$ cat src/rtl/rscc_pkg.sv
// Shared types and constants for the rotor sum character cipher.
// No dependencies; used by the top level and its checker.
package rscc_pkg;

	// default geometry
	localparam int DEF_WHEELS = 4;
	localparam int DEF_SLOTS  = 20;

	// field widths
	localparam int CHAR_W   = 8;
	localparam int ENTRY_W  = 7;
	localparam int S_DATA_W = 24;

	// printable range and alphabet size
	localparam logic [7:0] FIRST_PRINT = 8'd32;
	localparam logic [7:0] LAST_PRINT  = 8'd126;
	localparam logic [7:0] SYMBOLS     = 8'd95;

	// operation codes carried on s_tuser
	typedef enum logic [1:0] {
		OP_ENC    = 2'd0,
		OP_DEC    = 2'd1,
		OP_WRITE  = 2'd2,
		OP_SETPOS = 2'd3
	} op_t;

endpackage

$ cat src/rtl/rscc_ram.sv
// Generic single-port-write, single-port-read RAM with registered read data.
// No dependencies.
module rscc_ram #(
	parameter int WIDTH = 8,
	parameter int DEPTH = 32,
	localparam int AW = $clog2(DEPTH)
) (
	input  logic             clk,
	input  logic             we,
	input  logic [AW-1:0]    waddr,
	input  logic [WIDTH-1:0] wdata,
	input  logic [AW-1:0]    raddr,
	output logic [WIDTH-1:0] rdata
);

	logic [WIDTH-1:0] mem_q [DEPTH];
	logic [WIDTH-1:0] rdata_q;

	// write port
	always_ff @(posedge clk) begin
		if (we) begin
			mem_q[waddr] <= wdata;
		end
	end

	// registered read port
	always_ff @(posedge clk) begin
		rdata_q <= mem_q[raddr];
	end

	assign rdata = rdata_q;

endmodule

$ cat src/rtl/rotor_sum_char_cipher_top.sv
// Top level of the additive rotor cipher over printable ASCII.
// Depends on rscc_pkg and rscc_ram.
//
// Additive rotor cipher: the key is the sum of every wheel's table entry at
// its position, added mod 95 on encrypt (then the odometer steps forward) or
// subtracted mod 95 on decrypt (after the odometer steps back). A table write
// or a position set leaves the block idle, so it is ready again on the next
// cycle. A character outside 32..126 goes straight to the done state and
// comes back unchanged with bad_char set. An encrypt passes through the sum
// and done states; a decrypt first steps the odometer back in its own state.
// The wheel tables sit in one RAM with a single registered read port, so the
// key sum reads one wheel per cycle through a shared mod-95 accumulator. The
// block takes no new item while a character is in flight; a result waits in
// the output register if the master side stalls. Table contents read as the
// slot index until written, tracked by one valid flop per entry, so there is
// no clearing pass after reset.
module rotor_sum_char_cipher_top #(
	parameter int WHEELS = rscc_pkg::DEF_WHEELS,
	parameter int SLOTS  = rscc_pkg::DEF_SLOTS
) (
	input  logic                          clk,
	input  logic                          arst_n,
	input  logic                          s_tvalid,
	output logic                          s_tready,
	// [7:0] char_in, [9:8] wheel_sel, [14:10] slot_sel, [21:15] entry_value, [23:22] zero
	input  logic [rscc_pkg::S_DATA_W-1:0] s_tdata,
	// [1:0] op
	input  logic [1:0]                    s_tuser,
	output logic                          m_tvalid,
	input  logic                          m_tready,
	// [7:0] char_out
	output logic [rscc_pkg::CHAR_W-1:0]   m_tdata,
	// [0] bad_char
	output logic                          m_tuser
);

	import rscc_pkg::*;

	localparam int SW    = $clog2(SLOTS);
	localparam int WW    = (WHEELS > 1) ? $clog2(WHEELS) : 1;
	localparam int AW    = WW + SW;
	localparam int DEPTH = 1 << AW;
	localparam int CW    = WW + 1;
	localparam logic [SW-1:0] LAST_SLOT = SW'(SLOTS - 1);
	localparam logic [CW-1:0] CNT_END   = CW'(WHEELS);

	typedef enum logic [3:0] {
		ST_IDLE = 4'b0001,
		ST_BACK = 4'b0010,
		ST_SUM  = 4'b0100,
		ST_DONE = 4'b1000
	} state_t;

	state_t state_q;

	// input beat fields
	logic [CHAR_W-1:0]  char_in;
	logic [1:0]         wheel_sel;
	logic [4:0]         slot_sel;
	logic [ENTRY_W-1:0] entry_value;
	op_t                op;
	logic               s_acc;
	logic               addr_ok;
	logic               char_bad;

	assign char_in     = s_tdata[7:0];
	assign wheel_sel   = s_tdata[9:8];
	assign slot_sel    = s_tdata[14:10];
	assign entry_value = s_tdata[21:15];
	assign op          = op_t'(s_tuser);

	assign s_tready = (state_q == ST_IDLE);
	assign s_acc    = s_tvalid && s_tready;
	assign addr_ok  = (int'(wheel_sel) < WHEELS) && (int'(slot_sel) < SLOTS);
	assign char_bad = (char_in < FIRST_PRINT) || (char_in > LAST_PRINT);

	// per-item registers
	op_t               op_q;
	logic [CHAR_W-1:0] char_q;
	logic              bad_q;
	logic [6:0]        acc_q;
	logic [CW-1:0]     cnt_q;

	// wheel positions and table valid flags
	logic [SW-1:0]    pos_q [WHEELS];
	logic [SW-1:0]    pos_fwd [WHEELS];
	logic [SW-1:0]    pos_back [WHEELS];
	logic             fwd_carry;
	logic             back_borrow;
	logic [DEPTH-1:0] vld_q;

	// table RAM ports
	logic               tbl_we;
	logic [AW-1:0]      tbl_waddr;
	logic [AW-1:0]      tbl_raddr;
	logic [ENTRY_W-1:0] tbl_rdata;

	// read pipeline
	logic          rd_issue;
	logic [WW-1:0] rd_wheel;
	logic [SW-1:0] rd_slot;
	logic          rd_vld_s1;
	logic          ent_vld_s1;
	logic [SW-1:0] rd_slot_s1;

	// output register
	logic              m_tvalid_q;
	logic [CHAR_W-1:0] m_tdata_q;
	logic              m_tuser_q;
	logic              out_free;

	assign m_tvalid = m_tvalid_q;
	assign m_tdata  = m_tdata_q;
	assign m_tuser  = m_tuser_q;
	assign out_free = !m_tvalid_q || m_tready;

	// table write on an in-range write beat
	assign tbl_we    = s_acc && (op == OP_WRITE) && addr_ok;
	assign tbl_waddr = {WW'(wheel_sel), SW'(slot_sel)};

	rscc_ram #(
		.WIDTH(ENTRY_W),
		.DEPTH(DEPTH)
	) u_tbl (
		.clk  (clk),
		.we   (tbl_we),
		.waddr(tbl_waddr),
		.wdata(entry_value),
		.raddr(tbl_raddr),
		.rdata(tbl_rdata)
	);

	// one wheel read per cycle while summing
	assign rd_issue  = (state_q == ST_SUM) && (cnt_q < CNT_END);
	assign rd_wheel  = rd_issue ? cnt_q[WW-1:0] : '0;
	assign rd_slot   = pos_q[rd_wheel];
	assign tbl_raddr = {rd_wheel, rd_slot};

	// shared mod-95 accumulator
	logic [ENTRY_W-1:0] entry;
	logic [7:0]         ent_mod;
	logic [7:0]         acc_sum;
	logic [7:0]         acc_next;

	always_comb begin
		entry    = ent_vld_s1 ? tbl_rdata : ENTRY_W'(rd_slot_s1);
		ent_mod  = (8'(entry) >= SYMBOLS) ? 8'(entry) - SYMBOLS : 8'(entry);
		acc_sum  = {1'b0, acc_q} + ent_mod;
		acc_next = (acc_sum >= SYMBOLS) ? acc_sum - SYMBOLS : acc_sum;
	end

	// odometer forward and back
	always_comb begin
		pos_fwd   = pos_q;
		pos_back  = pos_q;
		fwd_carry   = 1'b1;
		back_borrow = 1'b1;
		for (int w = 0; w < WHEELS; w++) begin
			if (fwd_carry) begin
				if (pos_q[w] >= LAST_SLOT) begin
					pos_fwd[w] = '0;
				end else begin
					pos_fwd[w] = pos_q[w] + SW'(1);
					fwd_carry  = 1'b0;
				end
			end
			if (back_borrow) begin
				if (pos_q[w] == '0) begin
					pos_back[w] = LAST_SLOT;
				end else begin
					pos_back[w] = pos_q[w] - SW'(1);
					back_borrow = 1'b0;
				end
			end
		end
	end

	// final add or subtract of the key
	logic [6:0]        sym;
	logic [7:0]        enc_sum;
	logic [7:0]        enc_r;
	logic [7:0]        dec_diff;
	logic [7:0]        dec_r;
	logic [6:0]        res_sym;
	logic [CHAR_W-1:0] char_res;

	always_comb begin
		sym      = 7'(char_q - FIRST_PRINT);
		enc_sum  = {1'b0, sym} + {1'b0, acc_q};
		enc_r    = (enc_sum >= SYMBOLS) ? enc_sum - SYMBOLS : enc_sum;
		dec_diff = {1'b0, sym} - {1'b0, acc_q};
		dec_r    = dec_diff[7] ? dec_diff + SYMBOLS : dec_diff;
		res_sym  = (op_q == OP_DEC) ? dec_r[6:0] : enc_r[6:0];
		char_res = bad_q ? char_q : {1'b0, res_sym} + FIRST_PRINT;
	end

	// sequencer, positions, valid flags, output handshake
	always_ff @(posedge clk or negedge arst_n) begin
		if (!arst_n) begin
			state_q    <= ST_IDLE;
			pos_q      <= '{default: '0};
			vld_q      <= '0;
			rd_vld_s1  <= 1'b0;
			m_tvalid_q <= 1'b0;
		end else begin
			rd_vld_s1 <= rd_issue;
			if ((state_q == ST_DONE) && out_free) begin
				m_tvalid_q <= 1'b1;
			end else if (m_tready) begin
				m_tvalid_q <= 1'b0;
			end
			case (state_q)
				ST_IDLE: begin
					if (s_acc) begin
						case (op)
							OP_WRITE: begin
								if (addr_ok) begin
									vld_q[tbl_waddr] <= 1'b1;
								end
							end
							OP_SETPOS: begin
								if (addr_ok) begin
									pos_q[WW'(wheel_sel)] <= SW'(slot_sel);
								end
							end
							OP_DEC: begin
								state_q <= char_bad ? ST_DONE : ST_BACK;
							end
							default: begin
								state_q <= char_bad ? ST_DONE : ST_SUM;
							end
						endcase
					end
				end
				ST_BACK: begin
					pos_q   <= pos_back;
					state_q <= ST_SUM;
				end
				ST_SUM: begin
					if (cnt_q == CNT_END) begin
						state_q <= ST_DONE;
					end
				end
				ST_DONE: begin
					if (out_free) begin
						if ((op_q == OP_ENC) && !bad_q) begin
							pos_q <= pos_fwd;
						end
						state_q <= ST_IDLE;
					end
				end
				default: begin
					state_q <= ST_IDLE;
				end
			endcase
		end
	end

	// datapath registers
	always_ff @(posedge clk) begin
		if (s_acc) begin
			op_q   <= op;
			char_q <= char_in;
			bad_q  <= char_bad;
			acc_q  <= '0;
			cnt_q  <= '0;
		end
		if (state_q == ST_SUM) begin
			cnt_q <= cnt_q + CW'(1);
			if (rd_vld_s1) begin
				acc_q <= acc_next[6:0];
			end
		end
		ent_vld_s1 <= vld_q[tbl_raddr];
		rd_slot_s1 <= rd_slot;
		if ((state_q == ST_DONE) && out_free) begin
			m_tdata_q <= char_res;
			m_tuser_q <= bad_q;
		end
	end

endmodule

$ cat config.mk
export PLATFORM = sky130hd
export DESIGN_NAME = rotor_sum_char_cipher_top
export DESIGN_NICKNAME = d
export VERILOG_FILES = /design/src/rtl/rscc_pkg.sv /design/src/rtl/rscc_ram.sv /design/src/rtl/rotor_sum_char_cipher_top.sv
export SDC_FILE = /design/constraint.sdc
export NUM_CORES = 2
export LEC_CHECK = 0
export BUFFER_PORTS_ARGS = -buffer_cell sky130_fd_sc_hd__buf_2
export CAP_MARGIN = 20
export CORE_AREA = 2 2 320 322
export DETAILED_ROUTE_END_ITERATION = 7
export DIE_AREA = 0 0 322 324
export PLACE_DENSITY = 0.57
export SYNTH_ARGS = -nofsm -noshare
export SYNTH_HDL_FRONTEND = slang
export SYNTH_HIERARCHICAL = 1
export SYNTH_SLANG_ARGS = --single-unit
$ cat constraint.sdc
create_clock -name clk -period 5.6 [get_ports clk]
set_clock_uncertainty 0.2 [all_clocks]
set_input_delay 1.12 -clock clk [delete_from_list [all_inputs] [get_ports clk]]
set_output_delay 1.12 -clock clk [all_outputs]
set_load 0.02 [all_outputs]
---- Word-level counts from Yosys, hierarchy flattened ----
Memories as Yosys holds them, arrays and structs flattened. A register that Yosys moved wholly into a read port is not among the register bits.
Index checks and enable logic that the tools add are counted.
storage, ports and cells
  bits in registers ....................... 190
  output and inout bits ................... 11
  input bits .............................. 30
  memories ................................ 1
  memory bits (writable) .................. 896
memory list
  name         depth  width  rd ports  clocked after memory_dff  wr ports  line            source
  u_tbl.mem_q  128    7      1         1                         1         rscc_ram.sv:16  logic [WIDTH-1:0] mem_q [DEPTH];
operators by class
  equal/unequal tests ..................... 22
  bitwise logic cells ..................... 3
  magnitude comparators ................... 17
  muxes and demuxes ....................... 64
  reduce and logical (&&, ||, !) cells .... 27
  add/subtract/negate cells ............... 18
operators by type and width
  kind                   count
  $or A128 B128 Y128     1
  $mux W20               5
  $mux W5                17
  $pmux W20 S3           1
  $mux W7                8
  $reduce_and A8 Y1      3
  $add A5 B1 Y5 const B  4
  $bwmux W20             1
  $ge A5 B5 Y1 const B   4
  $logic_not A5 Y1       4
  $mux W4                5
  $sub A5 B1 Y5 const B  4
  $ne A2 B2 Y1 const B   9
  $ge A8 B7 Y1 const B   2
  $lt A7 B8 Y1 const B   2
  $mux W1                16
  $mux W8                2
  $pmux W4 S4            1
  $sub A7 B7 Y7 const B  2
  $bmux W5 S2            1
  $demux W5 S2           1
  $add A7 B6 Y8 const B  1
  $add A7 B7 Y8          1
  $add A7 B8 Y8          1
  other kinds (36)       55

---- Longest topological paths before layout ----
  depth after elaboration ................. 10
  depth in mapped cells ................... 18
  depth with buffers taken out ............ 17

---- By module ----
Netlist, hierarchy kept.
by module, submodules not included
  module                     area an instance (um2)  cells an instance  times used  sequential area each (um2)
  rscc_ram                   34807.1                 1453               1           27045.9
  rotor_sum_char_cipher_top  10362.4                 1001               1           4805.9

---- Worst setup path after synthesis ----
OpenSTA, ideal clock, no wires.
  path kind ............................... register to register
  start point ............................. reg state_q[3]
  end point ............................... reg u_tbl.rdata_q[0] (netlist: u_tbl/rdata[0]), read port of u_tbl.mem_q
  data required time ...................... 5.279 ns
  setup slack ............................. 0.749 ns
  period minus slack after synthesis ...... 4.851 ns
  data arrival time ....................... 4.530 ns
  buffers on the path ..................... 5
  setup time .............................. 0.121 ns
  cell stages (with the launch flop) ...... 14
  path through ............................ dfrtp_1 > or4b_2 > clkbuf_1 > o21ai_0 > o21ai_2 > inv_4 > buf_6 > buf_6 > buf_2 > clkbuf_1 > mux4_2 > mux4_2 > mux4_2 > mux2_2
between the ends
  longest elaborated chain between the ends .. 7
ends and longest elaborated chain
  element                                      line                              source
  from (decl)                                  rotor_sum_char_cipher_top.sv:54   state_t state_q;
  from (signal assigned)                       rotor_sum_char_cipher_top.sv:227  state_q <= char_bad ? ST_DONE : ST_BACK;
  from (signal assigned)                       rotor_sum_char_cipher_top.sv:230  state_q <= char_bad ? ST_DONE : ST_SUM;
  $eq A4 B3 Y1                                 rotor_sum_char_cipher_top.sv:134  assign rd_issue = (state_q == ST_SUM) && (cnt_q < CNT_END);
  $logic_and A1 B1 Y1                          rotor_sum_char_cipher_top.sv:134
  $mux W2                                      rotor_sum_char_cipher_top.sv:135  assign rd_wheel = rd_issue ? cnt_q[WW-1:0] : '0;
  $not A2 Y3 (not written as such)             rotor_sum_char_cipher_top.sv:136  assign rd_slot = pos_q[rd_wheel];
  $bmux W5 S2                                  rotor_sum_char_cipher_top.sv:136
  $mux W5 (not written as such) (2 in series)  rotor_sum_char_cipher_top.sv:136
  named net rd_slot[0]                         rotor_sum_char_cipher_top.sv:101  logic [SW-1:0] rd_slot;
  to (decl)                                    rscc_ram.sv:17                    logic [WIDTH-1:0] rdata_q;
The timed path passes the listed nets, and every way through them passes these cells. The select of a mux whose other input is x is not followed.
A chain may end at the register's enable or synchronous reset.

---- Worst setup path after layout ----
  start point ............................. reg state_q[3]
  end point ............................... reg u_tbl.rdata_q[5] (netlist: u_tbl/rdata[5]), read port of u_tbl.mem_q
between the ends
  longest elaborated chain between the ends .. 7
ends and longest elaborated chain
  element                                      line
  $eq A4 B3 Y1 (*)                             rotor_sum_char_cipher_top.sv:134
  $logic_and A1 B1 Y1 (*)                      rotor_sum_char_cipher_top.sv:134
  $mux W2 (*)                                  rotor_sum_char_cipher_top.sv:135
  $not A2 Y3 (not written as such)             rotor_sum_char_cipher_top.sv:136
  $bmux W5 S2                                  rotor_sum_char_cipher_top.sv:136
  $mux W5 (not written as such) (2 in series)  rotor_sum_char_cipher_top.sv:136
Every way passes the cells marked *; elsewhere a longest branch is shown, timed or not. The select of a mux whose other input is x is not followed.

==> flow_metrics.tcl <==
set metrics [dict create \
    status "complete, no violations" \
    crit_type "register to register" \
    synth_area_um2 45200 \
    crit_fanout 74 \
    cts_num_sinks 1093 \
    clockRootBuffer "clkbuf_16" \
    max_freq_mhz 205 \
    yosys_warnings 6 \
    remaining_drc_errors 0 \
    cts_hold_buf 0 \
    wire_per_inst_um 26.6 \
    drive_gt1_share_pct 25.4 \
    cellPowerDensity_nw_per_um2 420 \
    synth-xor-area-share_pct 0.737 \
    synth_top_area_share_pct 61.1 \
    tightest_slew_ps 972 \
    fillers 8142 \
    seq_area_frac_synth_pct 70.5 \
    gp_congestion 0.824 \
    ir_worst_vdd_mv 0.252 \
    clk_path_buf_depth 3 \
    viasPerCell 5.89 \
    syn_area_per_cell_um2 18.4 \
    final_core_util_pct 50.5 \
    grt_setup_unrepaired "no" \
    synth_edf_count 919 \
    hold_path_class "input port to asynchronous set/reset pin" \
    startpoint_type "register" \
    cp_top_family "multiplexers" \
    synth_top_family_by_area "multiplexers" \
    min_period_ps 4880 \
    rr_startpoint "state_q[3]" \
    io_pins 41 \
    nets 2612 \
    synth_adder_area_share_pct 1.19 \
    drv_slew 0 \
    place_inst 3730 \
    first_global_vias 23700 \
    finalSetupViolations 0 \
    num_rows 117 \
    worst_path_most_repeated_cell "mux4_2" \
    cp_num_buf_inv 2 \
    globalRouteTotalUtil_pct 20.4 \
    clock_latency_ps 700 \
    grt_overflow 0 \
    period_share_pct 87.1 \
    yosys.area.top_type "edfxtp_1" \
    p_leak_uw 0.0172 \
    synth_cell_types 75 \
    end_kind "register" \
    via_count 23200 \
    antenna_left 0 \
    ys_top_cells_by_count "edfxtp_1 (919), mux4_2 (324), nor2_1 (199)" \
    synthesis.instances 2454 \
    synthFlopType "edfxtp_1" \
    worst_ep_arrival_time_ps 5240 \
    fp.dieH_um 324 \
    postCtsSetupRepairBufs 0 \
    syn_nets 2525 \
    htreeDepth 3 \
    instances_no_fill 3947 \
    grt_antenna_before_repair 3 \
    max_stage_delay_ps 840 \
    antennaDiodeCount 0 \
    path_clk_slew_ps 60 \
    synth_mux_area_share_pct 16.7 \
    synth_area_leaders "edfxtp_1 (61%), mux4_2 (16%), dfrtp_1 (8.5%)" \
    portBuffers 38 \
    ys_ff_latch 1093 \
    wirelength_um 105000 \
    synth_most_common_cell "edfxtp_1" \
    hpwl_um 65900 \
    crit_chain "or4b_2 > o21ai_0 > o21ai_2 > inv_16 > buf_4 > mux4_2 > mux4_2 > mux4_2 > mux2_2" \
    synth-simple-area-share_pct 4.57 \
    cts_resized 0 \
    grt_pass1_wl_um 156000 \
    required_ps 5960 \
    fp.dieArea_um2 104000 \
    power_uw 21400 \
    cts_tree "built" \
    final.setup.tns_ps 0 \
    async_reset_ff_share_pct 14.1 \
    die_w_um 322 \
    maxCapViolCount 0 \
    syn_to_final_growth_pct 13.0 \
    cp_slowest_cell "or4b_2" \
    start_util_pct 44.7 \
    hold_violations 0 \
    slew-limit-headroom_pct 35.1 \
    dr.first_iter.drc_count 2390 \
    drt-pass1-iter-count 5 \
    cts_made_buffers 113 \
    fp.coreArea_um2 101000 \
    synth-compound-area-share_pct 4.24 \
    grt_max_degree 115 \
    worstSetupStartpoint "state_q[3]" \
]
## power by group
part / switching (uW) / total [uW] / internal, uW
logic: 2550 / 4650 / 2090
registers: 243 / 9260 / 9020
clock network: 3100 / 7520 / 4420
## flip-flops by register name (all words and copies together) (netlist names), named ones only
name / cells
m_tvalid: 1
m_tdata: 8
acc_q: 7
bad_q: 1
cnt_q: 3
vld_q: 128
op_q: 2
char_q: 8
rd_vld_s1: 1
u_tbl/rdata: 7
ent_vld_s1: 1
m_tuser: 1
rd_slot_s1: 5
u_tbl/mem_q: 896
state_q: 4
## area by class of cell
cell class / instances / area [um2] / share of cell area [%]
Inverter: 50 / 211 / 0.414
Clock inverter: 69 / 689 / 1.35
Timing Repair Buffer: 139 / 1160 / 2.28
Multi-Input combinational cell: 1144 / 12400 / 24.3
Tap cell: 1309 / 1640 / 3.21
Sequential cell: 1093 / 31900 / 62.4
Clock buffer: 143 / 3060 / 6.00
## stage by stage
stage	area [um2]	hold WS, ps	setup WS (ps)
after floorplan	45200	223	749
after global placement	47200	160	758
after detailed placement	47200	162	732
after CTS	50900	175	696
after global routing	51000	9.26	527
final	51000	39.2	722
## routing by layer
layer	up-vias	track usage [%]	part of all wire (%)
li1	10000	-	-
met1	12400	29.2	44
met2	698	32.9	48
met3	144	3.17	5.7
met4	6	5.07	2.0
met5	-	0	0.037
## layout by cell type, fill, tap and decap left out, types with 7 or more instances in the layout
master     synthesis  routed
a21o_1            54      54
a21oi_1           49      49
a22oi_1            9       9
a31oi_1           13      13
and2_1             7       7
buf_12             0      11
buf_2              7      32
buf_4             16      92
bufinv_16          0      12
clkbuf_1         125      21
clkbuf_16          0     116
clkinv_1           0      16
clkinv_2           0      29
dfrtp_1          153     153
dfxtp_1           20      20
edfxtp_1         919     919
ha_1              38      38
inv_1             49      47
mux2_2            13      13
mux2i_1           11      11
mux4_2           324     324
nand2_1           86      86
nand2b_1          12      12
nand3_1           33      33
nand4_1            8       8
nor2_1           199     199
nor2b_1           23      23
nor3_1            32      32
o21ai_0           37      37
o21bai_1          35      35
or3_1              8       8
xnor2_1           22      22
xor2_1            16      16
## cells by family (layout without fill, tap and decap cells)
family	count (synthesis)	in the layout
DFF	1093	1093
AOI/OAI and AO/OA	276	276
adders and majority gates	41	41
muxes	348	348
buffers and inverters	217	401
xor gates and xnor gates	38	38
and+or+nand+nor	441	441
## path summary, 6_finish.rpt
kind | to | slack, ps | cells past startpoint
max | u_tbl/rdata[5] | 720 | 9
min in group clk | vld_q[90] | 170 | 0
max reg2reg | u_tbl/rdata[5] | 720 | 9
min | vld_q[81] | 40 | 1
max in group asynchronous | asynchronous set/reset pin | 4410 | 2
min reg2reg | vld_q[90] | 170 | 0
## worst reg2reg max path, stage by stage, from the launching register on
cell and delay [ps]:
dfrtp_1 490, or4b_2 840, o21ai_0 270, o21ai_2 190, inv_16 410, buf_4 390, mux4_2 570, mux4_2 560
mux4_2 530, mux2_2 290
Note: power is estimated with default switching activity, not from simulation.
